### config.mk
export PLATFORM = sky130hd
export DESIGN_NAME = pcm_ctrl
export DESIGN_NICKNAME = d
export VERILOG_FILES = /design/src/sv/pcm_pkg.sv /design/src/sv/pcm_ctrl.sv
export SDC_FILE = /design/constraint.sdc
export NUM_CORES = 1
export LEC_CHECK = 0
export ABC_CLOCK_PERIOD_IN_PS = 1050
export BUFFER_PORTS_ARGS = -buffer_cell sky130_fd_sc_hd__buf_2
export CAP_MARGIN = 20
export CORE_MARGIN = 5
export CORE_UTILIZATION = 35
export DETAILED_ROUTE_END_ITERATION = 16
export GPL_TIMING_DRIVEN = 0
export MAX_ROUTING_LAYER = met4
export PLACE_DENSITY_LB_ADDON = 0.05
export RECOVER_POWER = 25
export SLEW_MARGIN = 20
export SYNTH_ARGS = -nofsm -noshare
export SYNTH_HDL_FRONTEND = slang
export SYNTH_SLANG_ARGS = --single-unit
### constraint.sdc
create_clock -name i_clk -period 1.05 [get_ports i_clk]
set_input_delay 0.1575 -clock i_clk [delete_from_list [all_inputs] [get_ports i_clk]]
set_output_delay 0.1575 -clock i_clk [all_outputs]
set_load 0.03 [all_outputs]
### src/sv/pcm_pkg.sv
// Shared types, constants and tables of the peak compressor with mix.
package pcm_pkg;

    localparam int SAMPLE_BITS   = 24;
    localparam int COEF_BITS     = 24;
    localparam int THR_BITS      = 15;
    localparam int WET_BITS      = 17;
    localparam int GAIN_BITS     = 25;
    localparam int CFG_IDX_BITS  = 3;
    localparam int CFG_DATA_BITS = 24;

    localparam logic [GAIN_BITS-1:0] GAIN_ONE   = 25'd16777216;
    localparam logic [18:0]          DB_PER_OCT = 19'd394566;
    localparam logic [21:0]          OCT_PER_DB = 22'd2786635;
    localparam logic [14:0]          SMOOTH_K   = 15'd16777;
    localparam logic [WET_BITS-1:0]  WET_FULL   = 17'd65536;

    localparam logic signed [THR_BITS-1:0] THR_RESET     = -15'sd6144;
    localparam logic [COEF_BITS-1:0]       SLOPE_RESET   = 24'd12582912;
    localparam logic [COEF_BITS-1:0]       ATTACK_RESET  = 24'd16742300;
    localparam logic [COEF_BITS-1:0]       RELEASE_RESET = 24'd16775468;
    localparam logic [WET_BITS-1:0]        WET_RESET     = 17'd22938;

    typedef logic signed [SAMPLE_BITS-1:0] t_sample;

    typedef enum logic [CFG_IDX_BITS-1:0] {
        CFG_THRESHOLD = 3'd0,
        CFG_SLOPE     = 3'd1,
        CFG_ATTACK    = 3'd2,
        CFG_RELEASE   = 3'd3,
        CFG_WET       = 3'd4
    } t_cfg_idx;

    typedef struct packed {
        logic signed [THR_BITS-1:0] threshold_db;
        logic [COEF_BITS-1:0]       compression_slope;
        logic [COEF_BITS-1:0]       attack_coeff;
        logic [COEF_BITS-1:0]       release_coeff;
        logic [WET_BITS-1:0]        wet_level;
    } t_cfg;

    typedef enum logic [4:0] {
        S_IDLE, S_ENV_A, S_ENV_B, S_NORM, S_SQ, S_ATT, S_DB, S_OVER, S_RED, S_OCT,
        S_EXP, S_EXP_FIN, S_SMOOTH, S_WET_L, S_WET_R, S_MIX_LA, S_MIX_LB,
        S_MIX_RA, S_MIX_RB, S_DONE
    } t_state;

    typedef enum logic [4:0] {
        OP_NONE, OP_LOAD, OP_ENV_A, OP_ENV_B, OP_NORM, OP_SQ, OP_ATT, OP_DB, OP_OVER,
        OP_RED, OP_OCT, OP_EXP, OP_EXP_FIN, OP_SMOOTH, OP_WET_L, OP_WET_R,
        OP_MIX_LA, OP_MIX_LB, OP_MIX_RA, OP_MIX_RB, OP_OUT
    } t_op;

    typedef struct packed {
        t_op        op;
        logic [3:0] step;
    } t_cmd;

    typedef struct packed {
        logic env_zero;
        logic over_pos;
    } t_stat;

    // 2^(-2^-(k+1)) in Q0.30
    function automatic logic [29:0] exp_factor(input logic [3:0] k);
        logic [29:0] f;
        unique case (k)
            4'd0:  f = 30'd759250125;
            4'd1:  f = 30'd902905651;
            4'd2:  f = 30'd984625594;
            4'd3:  f = 30'd1028218693;
            4'd4:  f = 30'd1050733751;
            4'd5:  f = 30'd1062175491;
            4'd6:  f = 30'd1067942999;
            4'd7:  f = 30'd1070838486;
            4'd8:  f = 30'd1072289172;
            4'd9:  f = 30'd1073015252;
            4'd10: f = 30'd1073378477;
            4'd11: f = 30'd1073560135;
            4'd12: f = 30'd1073650976;
            4'd13: f = 30'd1073696399;
            4'd14: f = 30'd1073719111;
            4'd15: f = 30'd1073730468;
        endcase
        return f;
    endfunction

endpackage

### src/sv/pcm_ctrl.sv
// Sequencer that steps the datapath through one frame.
module pcm_ctrl (
    input  logic            i_clk,
    input  logic            i_rst_n,
    input  logic            i_in_valid,
    output logic            o_in_ready,
    output logic            o_out_valid,
    input  logic            i_out_ready,
    input  pcm_pkg::t_stat  i_stat,
    output pcm_pkg::t_cmd   o_cmd
);
    import pcm_pkg::*;

    t_state     r_state, n_state;
    logic [3:0] r_cnt, n_cnt;
    logic       r_out_valid, n_out_valid;
    logic       slot_free;

    assign slot_free = !r_out_valid || i_out_ready;

    always_comb begin
        n_state = r_state;
        unique case (r_state)
            S_IDLE:    if (i_in_valid) n_state = S_ENV_A;
            S_ENV_A:   n_state = S_ENV_B;
            S_ENV_B:   n_state = S_NORM;
            S_NORM:    n_state = i_stat.env_zero ? S_SMOOTH : S_SQ;
            S_SQ:      if (r_cnt == 4'd15) n_state = S_ATT;
            S_ATT:     n_state = S_DB;
            S_DB:      n_state = S_OVER;
            S_OVER:    n_state = i_stat.over_pos ? S_RED : S_SMOOTH;
            S_RED:     n_state = S_OCT;
            S_OCT:     n_state = S_EXP;
            S_EXP:     if (r_cnt == 4'd15) n_state = S_EXP_FIN;
            S_EXP_FIN: n_state = S_SMOOTH;
            S_SMOOTH:  n_state = S_WET_L;
            S_WET_L:   n_state = S_WET_R;
            S_WET_R:   n_state = S_MIX_LA;
            S_MIX_LA:  n_state = S_MIX_LB;
            S_MIX_LB:  n_state = S_MIX_RA;
            S_MIX_RA:  n_state = S_MIX_RB;
            S_MIX_RB:  n_state = S_DONE;
            S_DONE:    if (slot_free) n_state = S_IDLE;
            default:   n_state = S_IDLE;
        endcase
    end

    always_comb begin
        o_cmd.step  = r_cnt;
        o_cmd.op    = OP_NONE;
        o_in_ready  = 1'b0;
        unique case (r_state)
            S_IDLE: begin
                o_in_ready = 1'b1;
                if (i_in_valid) o_cmd.op = OP_LOAD;
            end
            S_ENV_A:   o_cmd.op = OP_ENV_A;
            S_ENV_B:   o_cmd.op = OP_ENV_B;
            S_NORM:    o_cmd.op = OP_NORM;
            S_SQ:      o_cmd.op = OP_SQ;
            S_ATT:     o_cmd.op = OP_ATT;
            S_DB:      o_cmd.op = OP_DB;
            S_OVER:    o_cmd.op = OP_OVER;
            S_RED:     o_cmd.op = OP_RED;
            S_OCT:     o_cmd.op = OP_OCT;
            S_EXP:     o_cmd.op = OP_EXP;
            S_EXP_FIN: o_cmd.op = OP_EXP_FIN;
            S_SMOOTH:  o_cmd.op = OP_SMOOTH;
            S_WET_L:   o_cmd.op = OP_WET_L;
            S_WET_R:   o_cmd.op = OP_WET_R;
            S_MIX_LA:  o_cmd.op = OP_MIX_LA;
            S_MIX_LB:  o_cmd.op = OP_MIX_LB;
            S_MIX_RA:  o_cmd.op = OP_MIX_RA;
            S_MIX_RB:  o_cmd.op = OP_MIX_RB;
            S_DONE:    if (slot_free) o_cmd.op = OP_OUT;
            default:   o_cmd.op = OP_NONE;
        endcase
    end

    always_comb begin
        n_cnt = r_cnt;
        if (r_state == S_NORM || r_state == S_OCT) begin
            n_cnt = 4'd0;
        end else if (r_state == S_SQ || r_state == S_EXP) begin
            n_cnt = r_cnt + 4'd1;
        end
        n_out_valid = (r_out_valid && !i_out_ready) || (r_state == S_DONE && slot_free);
    end

    always_ff @(posedge i_clk) begin
        if (!i_rst_n) begin
            r_state     <= S_IDLE;
            r_cnt       <= 4'd0;
            r_out_valid <= 1'b0;
        end else begin
            r_state     <= n_state;
            r_cnt       <= n_cnt;
            r_out_valid <= n_out_valid;
        end
    end

    assign o_out_valid = r_out_valid;
endmodule

==> results by group <==
Power and ir drop
  – Part of the power in the clock network: 30.4%
  – Sw Ratio: 30.4%
  – Net Sw Power: 339 uW
  – Pwr per Cell Area: 1040 nW/um^2
  – Seq pwr share: 36.7%
  – Maximum vdd drop: 1.01 mV
  – Cell internal pwr: 778 uW
  – Combinational power share: 32.9%
  – Lkg Pwr: 0.483 nW
  – Total power: 1.12 mW

Finish
  – Final net count: 116
  – Non-filler cells, final: 133
  – Post-route cell area: 1070 um^2
  – Filler Cells Inserted: 158
  – Leading cell type in the layout, fill and taps excluded: nor2_1
  – Antenna cell count: 0
  – Layout area overhead: 63.5%
  – Final Core Density: 61.3%
  – Most frequent cells in the layout: 14 x nor2_1, 12 x buf_6, 9 x buf_2, 7 x buf_4, 5 x dfxtp_2
  – Share of cells above drive strength 1: 60.2%

Timing
  – RSZ-0062 raised after global routing: true
  – Fin. max-slew vios: 0
  – Hold_ws: 178 ps
  – Final worst setup slack: -433 ps
  – Final clock skew: 11.3 ps
  – Fin crit period: 1480 ps
  – Worst-margin pin slew: 242 ps
  – Final setup vio count: 12
  – Final hold violation count: 0
  – Peak Freq: 674 MHz
  – Tcrit/Tclk final: 141%
  – Rel. slew slack: 83.9%
  – Setup TNS: -4050 ps

Place
  – Final RePlAce weighted congestion: 0.779
  – HPWL Detailed: 1120 um
  – Total placed cells including tap cells: 120
  – DP Area: 850 um^2
  – DP Worst Slack: -344 ps
  – PortBufs: 16

Logic synthesis
  – Syn avg cell area: 8.28 um^2
  – Post-Synthesis Cells: 79
  – Seq/Total Area, Yosys: 30.6%
  – Synth warn: 0
  – Post-synth cell types: 34
  – Synthesized cell area: 654 um^2
  – #FFs+latches synth: 10
  – Post-Syn Nets: 86

Hold path
  – Hold Path Class: input pin to flop

Critical path
  – Critical-path top delay cell: dfxtp_2
  – Worst EP required: 890 ps
  – CP arrival: 1330 ps
  – Crit-path max cell delay: 330 ps
  – Most common cell on crit path: buf_6
  – CP Launch Type: flop
  – Worst Setup Path Type: flop to output port
  – Worst Path Max Fanout: 10
  – Flop-to-flop setup slack: -380 ps
  – CP Cell Sequence: buf_6 -> nor2_2 -> nand2_2 -> a21o_1 -> o21ai_4 -> buf_6
  – Crit path capture type: output port

Global route
  – Met2 usage: 22.2%
  – Vias in the first global route: 619
  – Busiest grt layer: met2
  – Gr usage total: 14.1%
  – Met3 GRT Util: 5.07%
  – Initial antenna violation count: 0
  – First-pass GRT wire length: 2800 um
  – Remaining global-route overflow: 0
  – Largest net degree at the start of global routing: 11
  – Met1 usage: 17.8%

Detailed routing
  – Vias: 629
  – DRC: 0
  – Wirelength, routed: 1610 um
  – DRT antenna net count: 0
  – Routed wire length per instance: 12.1 um
  – 1st-pass router iterations: 4
  – Vias/cell: 4.73
  – Initial drt markers: 9

Floorplan
  – Die W: 53.2 um
  – Total core area: 1750 um^2
  – Die height: 53.2 um
  – Io pins: 17
  – Die area: 2830 um^2
  – Starting density of the core: 37.5%
  – Cell Rows: 15

Flow run
  – Max-Cap Viols: 0

CTS
  – Root buf cell: clkbuf_4
  – Cts bufs inserted: 3
  – CTS tree: done
  – Clock Tree Buf Depth: 2
  – TritonCTS Sinks: 10
  – Worst-path clk slew: 70 ps
  – Clock H-tree levels: 1
  – Hold_buf cts: 0
  – Worst-Skew Late Latency: 270 ps

Outcome
  – Status: finished with violations
  – Failing checks: setup timing
-- layer usage --
layer  vias up  wire [um]
met5         -          0
met4         0          0
met3         0         96
met2        14        772
met1       288        739
li1        327          -
-- worst max-delay path, delay by kind of cell, from the launching register on --
family | cells | cell delay (ps)
flip-flops | 1 | 330
buffers and inverters | 2 | 280
AO/OA/AOI/OAI | 2 | 240
AND/OR/NAND/NOR | 2 | 200
-- cell usage after synthesis (all sizes together) --
| master | instances | area share, % |
|---|---|---|
| xnor2 | 1 | 1.3 |
| nor2 | 18 | 11 |
| a211oi | 1 | 3.1 |
| xor2 | 5 | 6.7 |
| o21ai | 7 | 5.9 |
| dfxtp | 10 | 31 |
| a22o | 1 | 1.3 |
| a21o | 1 | 1.1 |
| a31oi | 1 | 0.96 |
| and3b | 1 | 1.9 |
| nand2b | 1 | 0.96 |
| mux2i | 1 | 1.5 |
| ha | 1 | 1.9 |
| nand3 | 2 | 1.5 |
| nor3 | 2 | 2.3 |
| o21a | 2 | 3.4 |
| and2 | 2 | 1.9 |
| nand2 | 6 | 3.4 |
| buf | 6 | 8.2 |
| nor2b | 1 | 0.96 |
| and3 | 1 | 0.96 |
| or3 | 1 | 0.96 |
| o22ai | 1 | 0.96 |
| nor3b | 2 | 3.1 |
| a21oi | 1 | 0.76 |
| o211ai | 3 | 3.4 |
-- layout make-up --
class | instances | area (um^2) | area share [%]
buffer | 3 | 37.5 | 3.51
clock buffer | 4 | 36.3 | 3.39
multi-input combinational | 63 | 520 | 48.7
sequential | 10 | 221 | 20.7
tap | 25 | 31.3 | 2.92
timing repair buffer | 28 | 223 | 20.8
-- registers in the layout (all words and copies together), names as in the netlist --
register,cells
r_state,5
r_cnt,4
o_out_valid,1
-- power by group through the flow --
stage	Sequential [mW]	Clock [mW]	Combinational, mW
3_5_place_dp	0.409	0	0.289
5_1_grt	0.413	0.384	0.394
2_1_floorplan	0.411	0	0.224
4_1_cts	0.399	0.352	0.370
3_3_place_gp	0.408	0	0.286
6_report	0.410	0.340	0.367
-- logic make-up after synthesis --
kind of cell / Yosys count / synth area share (%)
simple gates: 37 / 28.7
compound gates: 18 / 21.0
flops: 10 / 30.6
xor+xnor: 6 / 8.03
buf+inv: 6 / 8.22
mux: 1 / 1.53
fa+ha+maj: 1 / 1.91
-- path summary, 6_finish.rpt --
path                                 start  cells after the start           to
worst max-delay path            r_state[2]                      6     o_cmd[8]
worst min-delay path               i_rst_n                      2  o_out_valid
worst max register to register  r_state[3]                      7   r_state[0]
worst min register to register    r_cnt[1]                      2     r_cnt[1]
-- what timing repair did --
action                                 in CTS  in global routing
setup buffers                              10                  1
endpoints found under the hold margin       0                  0
pin swaps                                   7                  5
cloned                                      1                  0
gates resized for setup                    30                  9
setup endpoints to repair                  15                 15
(Power assumes the default switching activity.)
