File: src/sv/pcm_pkg.sv
// Shared types, constants and tables of the peak compressor with mix.
package pcm_pkg;

    localparam int SAMPLE_BITS   = 24;
    localparam int COEF_BITS     = 24;
    localparam int THR_BITS      = 15;
    localparam int WET_BITS      = 17;
    localparam int GAIN_BITS     = 25;
    localparam int CFG_IDX_BITS  = 3;
    localparam int CFG_DATA_BITS = 24;

    localparam logic [GAIN_BITS-1:0] GAIN_ONE   = 25'd16777216;
    localparam logic [18:0]          DB_PER_OCT = 19'd394566;
    localparam logic [21:0]          OCT_PER_DB = 22'd2786635;
    localparam logic [14:0]          SMOOTH_K   = 15'd16777;
    localparam logic [WET_BITS-1:0]  WET_FULL   = 17'd65536;

    localparam logic signed [THR_BITS-1:0] THR_RESET     = -15'sd6144;
    localparam logic [COEF_BITS-1:0]       SLOPE_RESET   = 24'd12582912;
    localparam logic [COEF_BITS-1:0]       ATTACK_RESET  = 24'd16742300;
    localparam logic [COEF_BITS-1:0]       RELEASE_RESET = 24'd16775468;
    localparam logic [WET_BITS-1:0]        WET_RESET     = 17'd22938;

    typedef logic signed [SAMPLE_BITS-1:0] t_sample;

    typedef enum logic [CFG_IDX_BITS-1:0] {
        CFG_THRESHOLD = 3'd0,
        CFG_SLOPE     = 3'd1,
        CFG_ATTACK    = 3'd2,
        CFG_RELEASE   = 3'd3,
        CFG_WET       = 3'd4
    } t_cfg_idx;

    typedef struct packed {
        logic signed [THR_BITS-1:0] threshold_db;
        logic [COEF_BITS-1:0]       compression_slope;
        logic [COEF_BITS-1:0]       attack_coeff;
        logic [COEF_BITS-1:0]       release_coeff;
        logic [WET_BITS-1:0]        wet_level;
    } t_cfg;

    typedef enum logic [4:0] {
        S_IDLE, S_ENV_A, S_ENV_B, S_NORM, S_SQ, S_ATT, S_DB, S_OVER, S_RED, S_OCT,
        S_EXP, S_EXP_FIN, S_SMOOTH, S_WET_L, S_WET_R, S_MIX_LA, S_MIX_LB,
        S_MIX_RA, S_MIX_RB, S_DONE
    } t_state;

    typedef enum logic [4:0] {
        OP_NONE, OP_LOAD, OP_ENV_A, OP_ENV_B, OP_NORM, OP_SQ, OP_ATT, OP_DB, OP_OVER,
        OP_RED, OP_OCT, OP_EXP, OP_EXP_FIN, OP_SMOOTH, OP_WET_L, OP_WET_R,
        OP_MIX_LA, OP_MIX_LB, OP_MIX_RA, OP_MIX_RB, OP_OUT
    } t_op;

    typedef struct packed {
        t_op        op;
        logic [3:0] step;
    } t_cmd;

    typedef struct packed {
        logic env_zero;
        logic over_pos;
    } t_stat;

    // 2^(-2^-(k+1)) in Q0.30
    function automatic logic [29:0] exp_factor(input logic [3:0] k);
        logic [29:0] f;
        unique case (k)
            4'd0:  f = 30'd759250125;
            4'd1:  f = 30'd902905651;
            4'd2:  f = 30'd984625594;
            4'd3:  f = 30'd1028218693;
            4'd4:  f = 30'd1050733751;
            4'd5:  f = 30'd1062175491;
            4'd6:  f = 30'd1067942999;
            4'd7:  f = 30'd1070838486;
            4'd8:  f = 30'd1072289172;
            4'd9:  f = 30'd1073015252;
            4'd10: f = 30'd1073378477;
            4'd11: f = 30'd1073560135;
            4'd12: f = 30'd1073650976;
            4'd13: f = 30'd1073696399;
            4'd14: f = 30'd1073719111;
            4'd15: f = 30'd1073730468;
        endcase
        return f;
    endfunction

endpackage

File: src/sv/pcm_regs.sv
// Configuration register file of the compressor.
module pcm_regs (
    input  logic                                i_clk,
    input  logic                                i_rst_n,
    input  logic                                i_cfg_we,
    input  logic [pcm_pkg::CFG_IDX_BITS-1:0]    i_cfg_idx,
    input  logic [pcm_pkg::CFG_DATA_BITS-1:0]   i_cfg_data,
    output pcm_pkg::t_cfg                       o_cfg
);
    import pcm_pkg::*;

    t_cfg r_cfg;
    t_cfg n_cfg;

    always_comb begin
        n_cfg = r_cfg;
        if (i_cfg_we) begin
            unique case (i_cfg_idx)
                CFG_THRESHOLD: n_cfg.threshold_db      = i_cfg_data[THR_BITS-1:0];
                CFG_SLOPE:     n_cfg.compression_slope = i_cfg_data[COEF_BITS-1:0];
                CFG_ATTACK:    n_cfg.attack_coeff      = i_cfg_data[COEF_BITS-1:0];
                CFG_RELEASE:   n_cfg.release_coeff     = i_cfg_data[COEF_BITS-1:0];
                CFG_WET:       n_cfg.wet_level         = i_cfg_data[WET_BITS-1:0];
                default:       n_cfg = r_cfg;
            endcase
        end
    end

    always_ff @(posedge i_clk) begin
        if (!i_rst_n) begin
            r_cfg.threshold_db      <= THR_RESET;
            r_cfg.compression_slope <= SLOPE_RESET;
            r_cfg.attack_coeff      <= ATTACK_RESET;
            r_cfg.release_coeff     <= RELEASE_RESET;
            r_cfg.wet_level         <= WET_RESET;
        end else begin
            r_cfg <= n_cfg;
        end
    end

    assign o_cfg = r_cfg;
endmodule

File: config.mk
export PLATFORM = sky130hd
export DESIGN_NAME = pcm_regs
export DESIGN_NICKNAME = d
export VERILOG_FILES = /design/src/sv/pcm_pkg.sv /design/src/sv/pcm_regs.sv
export SDC_FILE = /design/constraint.sdc
export NUM_CORES = 1
export LEC_CHECK = 0
export BUFFER_PORTS_ARGS = -buffer_cell sky130_fd_sc_hd__clkbuf_2
export CAP_MARGIN = 0
export CORE_MARGIN = 1
export CORE_UTILIZATION = 35
export DETAILED_ROUTE_END_ITERATION = 8
export PLACE_DENSITY = 0.7
export REMOVE_ABC_BUFFERS = 1
export SYNTH_ARGS = -nofsm -noshare
export SYNTH_HDL_FRONTEND = slang
export SYNTH_SLANG_ARGS = --single-unit
export TNS_END_PERCENT = 10
File: constraint.sdc
create_clock -name i_clk -period 1.7 [get_ports i_clk]
set_input_delay 0.17 -clock i_clk [delete_from_list [all_inputs] [get_ports i_clk]]
set_output_delay 0.17 -clock i_clk [all_outputs]
set_load 0.005 [all_outputs]
==> results of run 1 <==
[power by group]
| group | internal [W] | total [W] | switching [W] |
|---|---|---|---|
| sequential | 0.00249 | 0.00252 | 0.0000288 |
| combinational | 0.000176 | 0.000365 | 0.000189 |
| clock | 0.00111 | 0.00199 | 0.000882 |
| total | 0.00378 | 0.00488 | 0.00110 |
[per-layer routing]
| metal | vias to the layer above | GRT usage [%] | part of all wire, % |
|---|---|---|---|
| met3 | 15 | 4.80 | 6.6 |
| met4 | 0 | 7.43 | 1.8 |
| met5 | - | 0 | 0 |
| met2 | 87 | 25.4 | 45 |
| li1 | 1543 | - | - |
| met1 | 1418 | 19.5 | 46 |
[cell families (layout without fill, tap and decap cells)]
| kind of cell | count (synthesis) | in the layout | share of synthesized area (%) |
|---|---|---|---|
| mux | 104 | 104 | 25.6 |
| flops | 104 | 104 | 51.2 |
| simple gates | 155 | 155 | 19.7 |
| buf+inv | 29 | 160 | 3.54 |
[synth_stat cells, drive strengths merged]
cell	n
dfxtp	104
mux2i	104
nand2	78
nor2b	70
clkbuf	17
buf	12
nand4bb	2
nor4bb	2
and4b	1
nand4b	1
or4b	1
[worst max path at each step]
stage	end	slack, ns	start
global placement	o_cfg[103]$_SDFFE_PN1P_	0.36	i_cfg_idx[0]
global route	o_cfg[60]$_SDFFE_PN1P_	0.63	i_cfg_we
finish	o_cfg[96]$_SDFFE_PN0P_	0.68	i_cfg_idx[0]
CTS	o_cfg[20]	0.69	o_cfg[20]$_SDFFE_PN1P_
detailed placement	o_cfg[96]$_SDFFE_PN0P_	0.32	i_cfg_idx[0]
floorplan	o_cfg[65]$_SDFFE_PN0P_	-2.33	i_cfg_idx[2]
[layout make-up]
class,instances,area [sq um]
clock inverters,2,12.5
multi-input cells,259,1880
well taps,143,179
repair buffers,144,813
flip-flops and latches,104,2080
clock buffers,14,274
fillers,1089,6130
[worst register-to-register path: stages, from the launching register on]
cell and delay (ns):
dfxtp_1 0.33, nor2b_1 0.13, mux2i_1 0.08
[layout by cell type (no fill, tap or decap)]
cell type | netlist | layout
clkbuf_16 | 0 | 9
and4b_1 | 1 | 1
clkbuf_8 | 0 | 3
clkbuf_2 | 0 | 132
clkbuf_1 | 17 | 2
nor2b_1 | 70 | 70
nor4bb_4 | 0 | 2
mux2i_1 | 104 | 104
nand2_1 | 78 | 78
buf_4 | 3 | 7
clkinv_2 | 0 | 1
or4b_1 | 1 | 1
buf_12 | 0 | 5
dfxtp_1 | 104 | 104
nand4bb_1 | 2 | 1
clkinvlp_4 | 0 | 1
nand4b_1 | 1 | 1
nand4bb_2 | 0 | 1
[per-stage QoR]
| stage | util (%) | TNS, ns | area, sq um |
|---|---|---|---|
| detailed placement | 43.6 | 0 | 4950 |
| CTS | 46.1 | 0 | 5240 |
| finish | 46.1 | 0 | 5240 |
| global route | 46.1 | 0 | 5240 |
| global placement | 43.6 | 0 | 4950 |
| floorplan | - | -74.59 | 3930 |
==> results.md, run 1 <==
* Status: completed
* Share of the synthesized area in the top cell type at 51.2%
* Final Power at 0.00488 W
* Sequence of cells on the critical path: clkbuf_2 > or4b_1 > buf_4 > mux2i_1
* Post_cts resized at 0
* Die Y at 110 microns
* Wirelength per Cell at 14.1 microns
* Synth area leaders: dfxtp_1 51%, mux2i_1 26%, nor2b_1 11%
* Final Instance Count excl. Fillers at 666
* Worst Hold Depth at 3
* Worst Setup Start Kind: primary input
* Yosys warns at 0
* Synth Register Bits at 104
* Vias in the first global route at 2878
* Fmax at 0.985 GHz
* Clock tree from TritonCTS: done
* Slew Viols, Final at 0
* Clock Latency Late Sink at 0.34 ns
* Overflow after GRT at 0
* RePlAce Congestion at 0.744
* Reg-to-Reg End: o_cfg[20]$_SDFFE_PN1P_
* Cell family with most CP delay: simple AND/OR/NAND/NOR gates
* PnR worst setup slack at 0.684 ns
* Min Tclk post-route at 1.02 ns
* Min-Delay Path Class: in -> reg
* GRT Overall Usage at 15.9%
* Power Dens Cells at 931 nW/um^2
* Cell taking the most area after synthesis: dfxtp_1
* Critical-path top delay cell: or4b_1
* DRC viols at 0
* Hold Slack at 0.0589 ns
* Initial antenna violation count at 0
* Layout cells sized above 1 at 30.8%
* Arr. time, crit path at 1.24 ns
* Setup Viol. Count Final at 0
* Mapped Cells at 392
* Worst Tran Pin Value at 0.412 ns
* DP Wirelength at 6.56 mm
* CP Max Fanout at 15
* Die W at 110 microns
* Routed WL at 9.42 mm
* Die area at 12100 sq um
* Core ar. at 11400 sq um
* Fin. Hold Viols at 0
* Count of cell types in the netlist at 13
* Clock slew at reported path FFs at 0.07 ns
* Reg2Reg Depth at 2
* ANT nets after route at 0
* Reg2reg setup slack at 1.05 ns
* MaxCap Viol Count at 0
* Largest net degree at the start of global routing at 46
* Top-Level Pins at 134
* RSZ-0062 raised after global routing: false
* Postcts setup bufs at 0
* CP Data Required Time at 1.92 ns
* Endpoint, Worst Hold: o_cfg[83]$_SDFFE_PN0P_
* CP endpoint kind: flop
* Placed Cells at 650
* Static leakage at 2.51 nW
* Clk root buf: clkbuf_16
* Slowest stage delay, CP at 0.52 ns
* CTS H-Tree Depth at 3
* Clock Skews at 0 ns
* Mean Syn Cell Area at 10.4 sq um
* Via count at 3063
* Max reg flops at 104
* Sequential fraction of the synthesis area at 51.2%
* DR pass1 iterations at 4
* Hold buffer count at cts at 0
* Final nets at 548
* Clock tree buffer depth at 2
* Worst path depth at 4
* Worst slew margin at 72.5%
* CP bufs+invs at 2
* Pre-CTS setup slack at 0.321 ns
* Site row count at 39
* Area growth from synthesis to layout at 28.8%
* Initial Utilization at 35.8%
* Cts bufs inserted at 9
* IO buf count at 133
* Synthesized area at 4070 sq um
* Diodes inserted at 0
* Vias per inst at 4.60
* DR iter-0 viols at 137
* HP Start: i_cfg_data[18]
* Clk sinks at 104
* Maximum vdd drop at 0.601 mV
* Kind of critical path: in -> reg
* First-pass GRT wire length at 14.4 mm
* Fin crit share at 59.7%
* Reg-to-reg critical path startpoint: o_cfg[20]$_SDFFE_PN1P_
(Power assumes the default switching activity.)
==> inputs of run 2 (changes only) <==
Clock period 1.7 ns to 1 ns, I/O delays scaled along.
==> results.md, run 2 (same netlist as run 1, synthesis figures left out) <==
* Static leakage at 2.61 nW
* Top-Level Pins at 134
* Status: completed
* MaxCap Viol Count at 0
* DR pass1 iterations at 4
* Max reg flops at 104
* Overflow after GRT at 0
* Area after DPL at 5070 sq um
* HP Start: i_cfg_data[19]
* Site row count at 39
* Area growth from synthesis to layout at 33.0%
* Initial antenna violation count at 0
* Setup Viol. Count Final at 0
* Diodes inserted at 0
* Die W at 110 microns
* GRT Overall Usage at 16.0%
* Maximum vdd drop at 0.982 mV
* Clk sinks at 104
* Hold Slack at 0.0176 ns
* Clock slew at reported path FFs at 0.07 ns
* Fin. Hold Viols at 0
* Vias per inst at 4.61
* Clock Skews at 0 ns
* Cell family with most CP delay: flip-flops
* RePlAce Congestion at 0.765
* Reg2Reg Depth at 2
* Reg-to-Reg End: o_cfg[3]$_SDFFE_PN1P_
* Initial Utilization at 35.8%
* First-pass GRT wire length at 14.5 mm
* CP Max Fanout at 2
* RSZ-0062 raised after global routing: false
* Endpoint, Worst Hold: o_cfg[84]$_SDFFE_PN0P_
* Kind of critical path: reg -> out
* Most common cell after layout, fill and taps aside: clkbuf_2
* CP bufs+invs at 1
* CP Data Required Time at 0.90 ns
* Postcts setup bufs at 0
* Critical-path top delay cell: dfxtp_1
* Worst slew margin at 79.6%
* Design area at 5410 sq um
* Min-Delay Path Class: in -> reg
* Die Y at 110 microns
* CTS H-Tree Depth at 3
* Power Dens Cells at 1570 nW/um^2
* Most frequent cells in the layout: 132 x clkbuf_2, 104 x mux2i_1, 104 x dfxtp_1, 78 x nand2_1, 70 x nor2b_1
* Via count at 3151
* Cts bufs inserted at 9
* Core ar. at 11400 sq um
* Fin crit share at 91.4%
* IO buf count at 133
* Sequence of cells on the critical path: clkbuf_2
* DRC viols at 0
* Worst Setup Start Kind: flop
* Worst Hold Depth at 3
* Reg-to-reg critical path startpoint: o_cfg[3]$_SDFFE_PN1P_
* Clock Latency Late Sink at 0.34 ns
* Worst Tran Pin Value at 0.306 ns
* Routed WL at 9.63 mm
* Clock tree from TritonCTS: done
* ANT nets after route at 0
* Clock tree buffer depth at 2
* Final nets at 566
* Wirelength per Cell at 14.1 microns
* DP Wirelength at 7.03 mm
* Fmax at 1.09 GHz
* Final cell utilization of the core at 47.6%
* Largest net degree at the start of global routing at 46
* DR iter-0 viols at 148
* Vias in the first global route at 2970
* Post_cts resized at 0
* Slowest stage delay, CP at 0.35 ns
* Arr. time, crit path at 0.81 ns
* Layout cells sized above 1 at 32.3%
* Min Tclk post-route at 0.914 ns
* Clk root buf: clkbuf_16
* Die area at 12100 sq um
* CP endpoint kind: primary output
* Slew Viols, Final at 0
* Reg2reg setup slack at 0.37 ns
-- run 2: cell count changes in the layout (fill, tap and decap cells not counted) --
cell	previous run	this run
clkbuf_8	3	2
clkinvlp_4	1	0
buf_4	7	20
buf_12	5	6
dlygate4sd3_1	0	4
bufinv_16	0	1
clkinv_2	1	2
-- run 2: report_power, final --
group / total, W / leakage, nW / switching [W] / internal (W)
logic: 0.000677 / 1.61 / 0.000333 / 0.000344
clock network: 0.00355 / 0.150 / 0.00148 / 0.00207
registers: 0.00428 / 0.844 / 0.0000502 / 0.00423
-- run 2: area by class of cell --
cell class                 instances  area, sq um
fill                            1053         5960
sequential                       104         2080
multi-input combinational        259         1880
timing repair buffer             162          971
clock buffer                      13          260
tap                              143          179
clock inverter                     3         40.0
-- run 2: worst max-delay path by stage --
stage	start	slack (ns)	cells after the start	endpoint
after floorplan	i_cfg_idx[2]	-2.96	2	o_cfg[65]$_SDFFE_PN0P_
after global placement	i_cfg_idx[1]	-0.22	4	o_cfg[103]$_SDFFE_PN1P_
after detailed placement	i_cfg_idx[2]	-0.28	5	o_cfg[57]$_SDFFE_PN1P_
after CTS	o_cfg[4]$_SDFFE_PN1P_	0.06	1	o_cfg[4]
after global routing	o_cfg[77]$_SDFFE_PN0P_	0.03	1	o_cfg[77]
final	o_cfg[11]$_SDFFE_PN1P_	0.09	1	o_cfg[11]
-- run 2: metal layers --
layer | track usage [%] | part of all wire (%)
met2 | 27.2 | 47
met3 | 4.98 | 6.0
met4 | 5.43 | 0.88
met1 | 19.0 | 46
met5 | 0 | 0
-- run 2: stage by stage --
stage | cells | setup TNS (ns) | total power [W] | setup slack (ns)
3_3_place_gp | 664 | -11.82 | 0.00503 | -0.223
4_1_cts | 684 | 0 | 0.00862 | 0.0640
5_1_grt | 684 | 0 | 0.00885 | 0.0311
6_report | 684 | 0 | 0.00851 | 0.0864
2_1_floorplan | 363 | -120.48 | 0.00465 | -2.96
3_5_place_dp | 664 | -14.11 | 0.00505 | -0.277
-- run 2: repair_timing --
item                       4_1_cts  5_1_grt
hold endpoints to repair         4        0
hold buffers                     4        0
setup endpoints to repair        0        0
